## src/design/tlsf_pkg.sv

```systemverilog
// Package for the two-level segregated-fit class index: payload structs,
// command codes, default parameter values and bit-scan helpers.
// No dependencies.
`default_nettype none

package tlsf_pkg;

    localparam int SIZE_W  = 32;
    localparam int LEVEL_W = 5;

    // Defaults for the top-level parameters
    localparam int SUBCLASS_LOG_DEF   = 5;
    localparam int ALIGN_LOG_DEF      = 3;
    localparam int SIZE_LIMIT_LOG_DEF = 32;
    localparam int MIN_BLOCK_DEF      = 24;

    typedef enum logic [1:0] {
        CMD_FIND     = 2'd0,
        CMD_MARK_SET = 2'd1,
        CMD_MARK_CLR = 2'd2
    } t_cmd;

    typedef struct packed {
        logic [1:0]        command;
        logic [SIZE_W-1:0] size;
    } t_in;

    typedef struct packed {
        logic               found;
        logic [LEVEL_W-1:0] first_level;
        logic [LEVEL_W-1:0] second_level;
        logic [SIZE_W-1:0]  adjusted_size;
    } t_out;

    // Mapped transaction held between the class mapper and the bitmap stage
    typedef struct packed {
        logic [1:0]         command;
        logic               hit;       // class exists (and request valid for find)
        logic [LEVEL_W-1:0] first_level;
        logic [LEVEL_W-1:0] second_level;
        logic [SIZE_W-1:0]  adjusted_size;
    } t_stage;

    // Highest set bit of a 33-bit value (0 for zero input)
    function automatic logic [5:0] high_bit33(input logic [32:0] v);
        logic [5:0] n;
        n = '0;
        for (int i = 0; i < 33; i++) begin
            if (v[i]) begin
                n = 6'(i);
            end
        end
        return n;
    endfunction

    // Lowest set bit of a 32-bit value (31 for zero input)
    function automatic logic [4:0] low_bit32(input logic [31:0] v);
        logic [4:0] n;
        n = 5'd31;
        for (int i = 31; i >= 0; i--) begin
            if (v[i]) begin
                n = 5'(i);
            end
        end
        return n;
    endfunction

endpackage

`default_nettype wire

```

## src/design/tlsf_map.sv

```systemverilog
// Class mapper: size alignment, minimum, round-up and size-to-class mapping.
// Depends on tlsf_pkg.
`default_nettype none

module tlsf_map
    import tlsf_pkg::*;
#(
    parameter int SUBCLASS_LOG   = SUBCLASS_LOG_DEF,
    parameter int ALIGN_LOG      = ALIGN_LOG_DEF,
    parameter int SIZE_LIMIT_LOG = SIZE_LIMIT_LOG_DEF,
    parameter int MIN_BLOCK      = MIN_BLOCK_DEF
) (
    input  t_in    i_in,
    output t_stage o_stage
);

    localparam int CLASS_SHIFT = SUBCLASS_LOG + ALIGN_LOG;
    localparam int CLASS_COUNT = SIZE_LIMIT_LOG - CLASS_SHIFT + 1;

    localparam logic [32:0] SMALL_LIMIT = 33'(1) << CLASS_SHIFT;
    localparam logic [32:0] SUB_MASK    = (33'(1) << SUBCLASS_LOG) - 33'(1);
    localparam logic [32:0] ALIGN_MASK  = (33'(1) << ALIGN_LOG) - 33'(1);
    localparam logic [32:0] SIZE_LIMIT  = 33'(1) << SIZE_LIMIT_LOG;

    typedef struct packed {
        logic [5:0]         fl;
        logic [LEVEL_W-1:0] sl;
    } t_cls;

    function automatic t_cls map_cls(input logic [32:0] v);
        t_cls        c;
        logic [5:0]  f;
        logic [32:0] t;
        if (v < SMALL_LIMIT) begin
            c.fl = '0;
            c.sl = LEVEL_W'(v >> ALIGN_LOG);
        end else begin
            f    = high_bit33(v);
            t    = v >> (f - 6'(SUBCLASS_LOG));
            c.sl = LEVEL_W'(t & SUB_MASK);
            c.fl = f - 6'(CLASS_SHIFT - 1);
        end
        return c;
    endfunction

    logic [32:0]       aligned;
    logic              size_ok;
    logic [SIZE_W-1:0] adj;
    logic [32:0]       adj_ext;
    logic [32:0]       rounded;
    t_cls              find_cls;
    t_cls              mark_cls;

    assign aligned = ({1'b0, i_in.size} + ALIGN_MASK) & ~ALIGN_MASK;
    assign size_ok = (i_in.size != '0) && (aligned < SIZE_LIMIT);
    assign adj_ext = {1'b0, adj};

    always_comb begin
        adj = '0;
        if (size_ok) begin
            adj = (aligned[SIZE_W-1:0] > SIZE_W'(MIN_BLOCK)) ?
                  aligned[SIZE_W-1:0] : SIZE_W'(MIN_BLOCK);
        end
    end

    // Round up to the next subclass boundary for large requests
    always_comb begin
        rounded = adj_ext;
        if (adj_ext >= SMALL_LIMIT) begin
            rounded = adj_ext
                    + ((33'(1) << (high_bit33(adj_ext) - 6'(SUBCLASS_LOG))) - 33'(1));
        end
    end

    assign find_cls = map_cls(rounded);
    assign mark_cls = map_cls({1'b0, i_in.size});

    always_comb begin
        o_stage.command = i_in.command;
        o_stage.hit     = 1'b0;
        o_stage.first_level   = '0;
        o_stage.second_level  = '0;
        o_stage.adjusted_size = '0;
        case (i_in.command)
            CMD_FIND: begin
                o_stage.hit           = size_ok && (find_cls.fl < 6'(CLASS_COUNT));
                o_stage.first_level   = find_cls.fl[LEVEL_W-1:0];
                o_stage.second_level  = find_cls.sl;
                o_stage.adjusted_size = adj;
            end
            CMD_MARK_SET, CMD_MARK_CLR: begin
                o_stage.hit          = mark_cls.fl < 6'(CLASS_COUNT);
                o_stage.first_level  = mark_cls.fl[LEVEL_W-1:0];
                o_stage.second_level = mark_cls.sl;
            end
            default: begin
                o_stage.hit = 1'b0;
            end
        endcase
    end

endmodule

`default_nettype wire

```

## src/design/two_level_segregated_fit_index.sv

```systemverilog
// Top level of the two-level segregated-fit class index: input stage,
// free-class bitmaps and result register. Depends on tlsf_pkg and tlsf_map.
//
//   channel | direction | payload | handshake
//   --------+-----------+---------+------------------------
//   in      | input     | t_in    | i_in_valid / o_in_ready
//   out     | output    | t_out   | o_out_valid / i_out_ready
//
// Up to one transaction per cycle while the output is not stalled. A result
// passes through the stage 1 register and then the result register.
// Stage 1 maps the size to a class (align, minimum, round-up, bit scan) and
// registers it; stage 2 scans the bitmaps, writes them back on mark commands
// and registers the result. Bitmap updates land when the transaction moves
// into the result register, so the next transaction always sees them. Reset
// is synchronous and clears the valid flags and all bitmaps. A stalled output
// holds the result register, which in turn holds stage 1 once it is full.
`default_nettype none

module two_level_segregated_fit_index
    import tlsf_pkg::*;
#(
    parameter int SUBCLASS_LOG   = SUBCLASS_LOG_DEF,
    parameter int ALIGN_LOG      = ALIGN_LOG_DEF,
    parameter int SIZE_LIMIT_LOG = SIZE_LIMIT_LOG_DEF,
    parameter int MIN_BLOCK      = MIN_BLOCK_DEF
) (
    input  logic i_clk,
    input  logic i_rst_n,
    input  logic i_in_valid,
    output logic o_in_ready,
    input  t_in  i_in,
    output logic o_out_valid,
    input  logic i_out_ready,
    output t_out o_out
);

    localparam int CLASS_SHIFT = SUBCLASS_LOG + ALIGN_LOG;
    localparam int CLASS_COUNT = SIZE_LIMIT_LOG - CLASS_SHIFT + 1;
    localparam int CLASS_W     = $clog2(CLASS_COUNT);
    localparam int SUB_COUNT   = 1 << SUBCLASS_LOG;

    // ---------------- stage 1: class mapping ----------------
    t_stage n_a;
    t_stage r_a;
    logic   r_a_valid;
    logic   adv;          // stage 2 takes the transaction in stage 1

    tlsf_map #(
        .SUBCLASS_LOG  (SUBCLASS_LOG),
        .ALIGN_LOG     (ALIGN_LOG),
        .SIZE_LIMIT_LOG(SIZE_LIMIT_LOG),
        .MIN_BLOCK     (MIN_BLOCK)
    ) u_map (
        .i_in   (i_in),
        .o_stage(n_a)
    );

    assign adv        = r_a_valid && (!o_out_valid || i_out_ready);
    assign o_in_ready = !r_a_valid || adv;

    // ---------------- stage 2: bitmaps ----------------
    logic [CLASS_COUNT-1:0]  r_fl_map;
    logic [SUB_COUNT-1:0]    r_sl_map [CLASS_COUNT];
    // lowest nonempty subclass per class; meaningful only while the
    // class's first-level bit is set
    logic [SUBCLASS_LOG-1:0] r_low    [CLASS_COUNT];

    logic [CLASS_W-1:0]      idx;
    logic [SUBCLASS_LOG-1:0] sl_idx;
    logic [SUB_COUNT-1:0]    row_rd;
    logic [SUB_COUNT-1:0]    row_hi;
    logic [SUB_COUNT-1:0]    bit_mask;
    logic [SUB_COUNT-1:0]    new_row;
    logic [LEVEL_W-1:0]      new_low;
    logic [CLASS_COUNT-1:0]  upper;
    logic [LEVEL_W-1:0]      up_f;
    logic [CLASS_W-1:0]      up_idx;
    logic                    do_mark;
    logic                    n_fl_bit;
    t_out                    n_out;
    t_out                    r_out;
    logic                    r_out_valid;

    assign idx      = r_a.first_level[CLASS_W-1:0];
    assign sl_idx   = r_a.second_level[SUBCLASS_LOG-1:0];
    assign row_rd   = r_sl_map[idx];
    assign bit_mask = SUB_COUNT'(1) << sl_idx;
    assign row_hi   = row_rd & ({SUB_COUNT{1'b1}} << sl_idx);
    // classes strictly above the requested one
    assign upper    = r_fl_map & ({CLASS_COUNT{1'b1}} << (6'(r_a.first_level) + 6'd1));
    assign up_f     = low_bit32(32'(upper));
    assign up_idx   = up_f[CLASS_W-1:0];

    assign new_row  = (r_a.command == CMD_MARK_SET) ? (row_rd | bit_mask)
                                                    : (row_rd & ~bit_mask);
    assign new_low  = low_bit32(32'(new_row));
    assign do_mark  = adv && r_a.hit &&
                      ((r_a.command == CMD_MARK_SET) || (r_a.command == CMD_MARK_CLR));
    // set on mark-nonempty; drop on mark-empty only when the row runs dry
    assign n_fl_bit = (r_a.command == CMD_MARK_SET) ? 1'b1
                    : ((new_row == '0) ? 1'b0 : r_fl_map[idx]);

    always_comb begin
        n_out = '0;
        case (r_a.command)
            CMD_FIND: begin
                n_out.adjusted_size = r_a.adjusted_size;
                if (r_a.hit) begin
                    if (row_hi != '0) begin
                        n_out.found        = 1'b1;
                        n_out.first_level  = r_a.first_level;
                        n_out.second_level = low_bit32(32'(row_hi));
                    end else if (upper != '0) begin
                        n_out.found        = 1'b1;
                        n_out.first_level  = up_f;
                        n_out.second_level = LEVEL_W'(r_low[up_idx]);
                    end
                end
            end
            CMD_MARK_SET, CMD_MARK_CLR: begin
                n_out.found        = r_a.hit;
                n_out.first_level  = r_a.first_level;
                n_out.second_level = r_a.second_level;
            end
            default: begin
                n_out = '0;
            end
        endcase
    end

    // Control state: valid flags and bitmaps
    always_ff @(posedge i_clk) begin
        if (!i_rst_n) begin
            r_a_valid   <= 1'b0;
            r_out_valid <= 1'b0;
            r_fl_map    <= '0;
            for (int i = 0; i < CLASS_COUNT; i++) begin
                r_sl_map[i] <= '0;
            end
        end else begin
            if (o_in_ready) begin
                r_a_valid <= i_in_valid;
            end
            if (adv) begin
                r_out_valid <= 1'b1;
            end else if (i_out_ready) begin
                r_out_valid <= 1'b0;
            end
            if (do_mark) begin
                r_sl_map[idx] <= new_row;
                r_fl_map[idx] <= n_fl_bit;
            end
        end
    end

    // Payload registers
    always_ff @(posedge i_clk) begin
        if (o_in_ready && i_in_valid) begin
            r_a <= n_a;
        end
        if (adv) begin
            r_out <= n_out;
        end
        if (do_mark) begin
            r_low[idx] <= new_low[SUBCLASS_LOG-1:0];
        end
    end

    assign o_out_valid = r_out_valid;
    assign o_out       = r_out;

endmodule

`default_nettype wire

```

## config.mk

```make
export PLATFORM = sky130hd
export DESIGN_NAME = two_level_segregated_fit_index
export DESIGN_NICKNAME = d
export VERILOG_FILES = /design/src/design/tlsf_pkg.sv /design/src/design/tlsf_map.sv /design/src/design/two_level_segregated_fit_index.sv
export SDC_FILE = /design/constraint.sdc
export NUM_CORES = 2
export LEC_CHECK = 0
export ABC_AREA = 1
export BUFFER_PORTS_ARGS = -buffer_cell sky130_fd_sc_hd__buf_2
export CORE_AREA = 3 3 361 363
export DETAILED_ROUTE_END_ITERATION = 8
export DIE_AREA = 0 0 364 366
export PLACE_DENSITY = 0.65
export SLEW_MARGIN = 20
export SYNTH_ARGS = -nofsm -noshare
export SYNTH_HDL_FRONTEND = slang
export SYNTH_HIERARCHICAL = 1
export SYNTH_SLANG_ARGS = --single-unit
```

## constraint.sdc

```tcl
create_clock -name i_clk -period 12.5 [get_ports i_clk]
set_clock_uncertainty 0.1 [all_clocks]
set_input_delay 1.25 -clock i_clk [delete_from_list [all_inputs] [get_ports i_clk]]
set_output_delay 1.25 -clock i_clk [all_outputs]
set_load 0.01 [all_outputs]
```

==> reports/metrics.yaml <==
async_flop_share_pct: 0
powerDensity_mw_per_mm2: 165
setup_ws_ns: 2.16
synth_top_cell_by_area: "edfxtp_1"
min_to: "o_out[5]$_SDFFCE_PN0P_"
yosysWarnings: 6
totalWireLength_mm: 206
drcViolationCount: 0
vdd_drop_max_v: 0.000127
drv_slew: 0
setup_viol: 0
cts_resized: 0
synth-edff-count: 1237
yosys_register_bits: 1269
critical_path_class: "in2reg"
rsz0062_at_grt: "false"
fp.coreArea_mm2: 0.127
pin_count: 83
ys_types: 73
required_ns: 12.87
htree_levels: 3
dr.first_iter.drc_count: 6562
clock_latency_ns: 0.76
die_h_um: 366
worst_pin_slew_ns: 1.19
finalWeightedCongestion: 0.968
synth_most_common_cell: "nor2_1"
die_area_mm2: 0.133
cts_post_setup_buffers_inserted: 0
cts_tree: "built"
finalSetupTns_ns: 0
synthCells: 6708
io_buffers: 82
synthTopCellsByCount: "nor2_1 (1579), edfxtp_1 (1237), nand2_1 (1078)"
drtPass1Iterations: 7
intPower_mw: 7.66
drive_gt1_share_pct: 8.16
holdPathStages: 2
synth.area.top_cells: "edfxtp_1 (59%), nor2_1 (9.3%), nand2_1 (6.4%)"
routedWlPerCell_um: 24.7
path_max_fanout: 36
yosys_most_used_dff: "edfxtp_1"
power_leakage_nw: 26.0
period_minus_slack_ns: 10.34
hpwlAfterDp_mm: 126
pwr-share-comb_pct: 23.2
endpoint_kind: "flip-flop"
rrSetupSlack_ns: 4.45
grt_overflow_total: 0
syn_area_mm2: 0.0634
clkPwrFrac_pct: 33.3
reg2reg_to: "r_low[21][0]$_DFFE_PP_"
numClockSinks: 1269
grt_pass1_vias: 47888
yosysSeqAreaShare_pct: 59.6
status: "completed"
seq_power_share_pct: 43.5
cap_violations: 0
route.vias.total: 50494
clk_pin_slew_worst_paths_ns: 0.06
startpoint_type: "input pin"
slowest_delay_ns: 0.35
grt_max_degree: 182
antenna_found_initial: 1
nNetsFinal: 6678
crit_arrival_ns: 10.71
rows: 131
timing.final.crit_share_pct: 82.7
cpMostUsedCell: "nand2_1"
syn_avg_cell_area_um2: 9.45
pre_cts_ws_ns: 1.57
grtUsageTotal_pct: 30.3
ant_nets: 0
grt_pass1_wl_mm: 304
reg2regPathDepth: 32
p_sw_mw: 3.71
slew_headroom_pct: 19.8
root_buffer: "clkbuf_16"
cts_hold_buf: 0
slowest_stage: "nand2_1"
viasPerCell: 6.06
synth_top_area_share_pct: 58.6
fin_hold_ws_ns: 0.405
power.total_mw: 11.4
area_delta_synth_final_pct: 8.58
die_x_um: 364
switching_share_pct: 32.6
hold_viol_final: 0
start_util_pct: 49.8
hold_start: "r_a[5]$_DFFE_PP_"
hp-class: "reg2reg"
cts_buffers: 121
max-clock-path-buffers: 3
fmax_mhz: 96.7
-- placed cells by master, fill, tap and decap left out, types with 14 or more instances in the layout --
cell type,Yosys,final
a21oi_1,97,96
a31oi_1,29,28
buf_2,107,81
buf_4,41,110
bufinv_16,0,16
clkbuf_1,256,30
clkbuf_16,0,124
clkinv_1,21,44
clkinv_2,0,18
dfxtp_1,32,28
edfxtp_1,1237,1237
ha_1,74,73
inv_1,349,347
inv_2,28,28
nand2_1,1078,1043
nand2_2,25,56
nand3_1,525,525
nand3b_1,14,14
nand4_1,31,31
nor2_1,1579,1572
nor3_1,30,30
o211ai_1,33,33
o21ai_0,613,607
o21ai_1,41,43
o221ai_1,182,182
o22ai_1,57,57
-- flip-flops by register name, summed over array words and instances (netlist names), named ones only --
signal,cells
idx,5
o_out,43
o_out_valid,1
r_a,35
r_a_valid,1
r_fl_map,25
r_low,125
r_sl_map,1024
sl_idx,5
-- layer usage --
layer | share of wire [%] | GRT usage, % | vias up
met5 | 0 | 0 | -
li1 | - | - | 22898
met4 | 3.9 | 12.0 | 0
met1 | 40 | 41.3 | 24431
met3 | 9.8 | 5.10 | 451
met2 | 47 | 48.3 | 2714
-- cell families (layout without fill, tap and decap cells) --
| logic type | Yosys count | after routing | share of synthesized area (%) |
|---|---|---|---|
| buf+inv | 864 | 818 | 5.98 |
| flops | 1269 | 1269 | 59.6 |
| simple gates | 3342 | 3342 | 21.7 |
| other cells | 2 | 9 | 0.0118 |
| compound gates | 1142 | 1142 | 11.0 |
| xor+xnor | 14 | 14 | 0.247 |
| fa+ha+maj | 74 | 74 | 1.46 |
| mux | 1 | 1 | 0.0158 |
-- power by group through the flow --
stage	registers [mW]	logic, mW	clock network, mW
floorplan	5.00	1.74	0
global placement	5.03	2.56	0
detailed placement	5.03	2.57	0
CTS	4.94	2.58	3.82
global route	4.95	2.84	3.99
finish	4.94	2.64	3.78
-- area by class of cell --
cell class,count,area (um2)
Clock buffer,157,3260
Sequential cell,1269,37800
Inverter,400,1530
Antenna cell,1,2.50
Tap cell,1662,2080
Fill cell,11317,58500
Multi-Input combinational cell,4581,22100
Timing Repair Buffer,193,1270
Clock inverter,68,820
-- worst max-delay path by stage --
stage / start / end / cells past startpoint
CTS: i_in[31] / sl_idx[0]$_DFFE_PP_ / 80
global route: i_in[31] / sl_idx[3]$_DFFE_PP_ / 83
finish: i_in[31] / sl_idx[0]$_DFFE_PP_ / 80
global placement: i_in[31] / sl_idx[3]$_DFFE_PP_ / 84
floorplan: i_in[10] / sl_idx[4]$_DFFE_PP_ / 82
detailed placement: i_in[31] / sl_idx[3]$_DFFE_PP_ / 83
-- through the flow --
step	util [%]	cells	instance area (um2)
after floorplan	-	6714	63400
after global placement	50.9	8105	64800
after detailed placement	50.9	8105	64800
after CTS	54.1	8330	68800
after global routing	54.1	8331	68900
final	54.1	8331	68900
-- critical path: cells and delay by family --
family	cells	cell delay (ns)
compound gates	5	1.12
fa+ha+maj	3	0.92
simple gates	61	5.76
buf+inv	11	1.61
(Power assumes the default switching activity.)
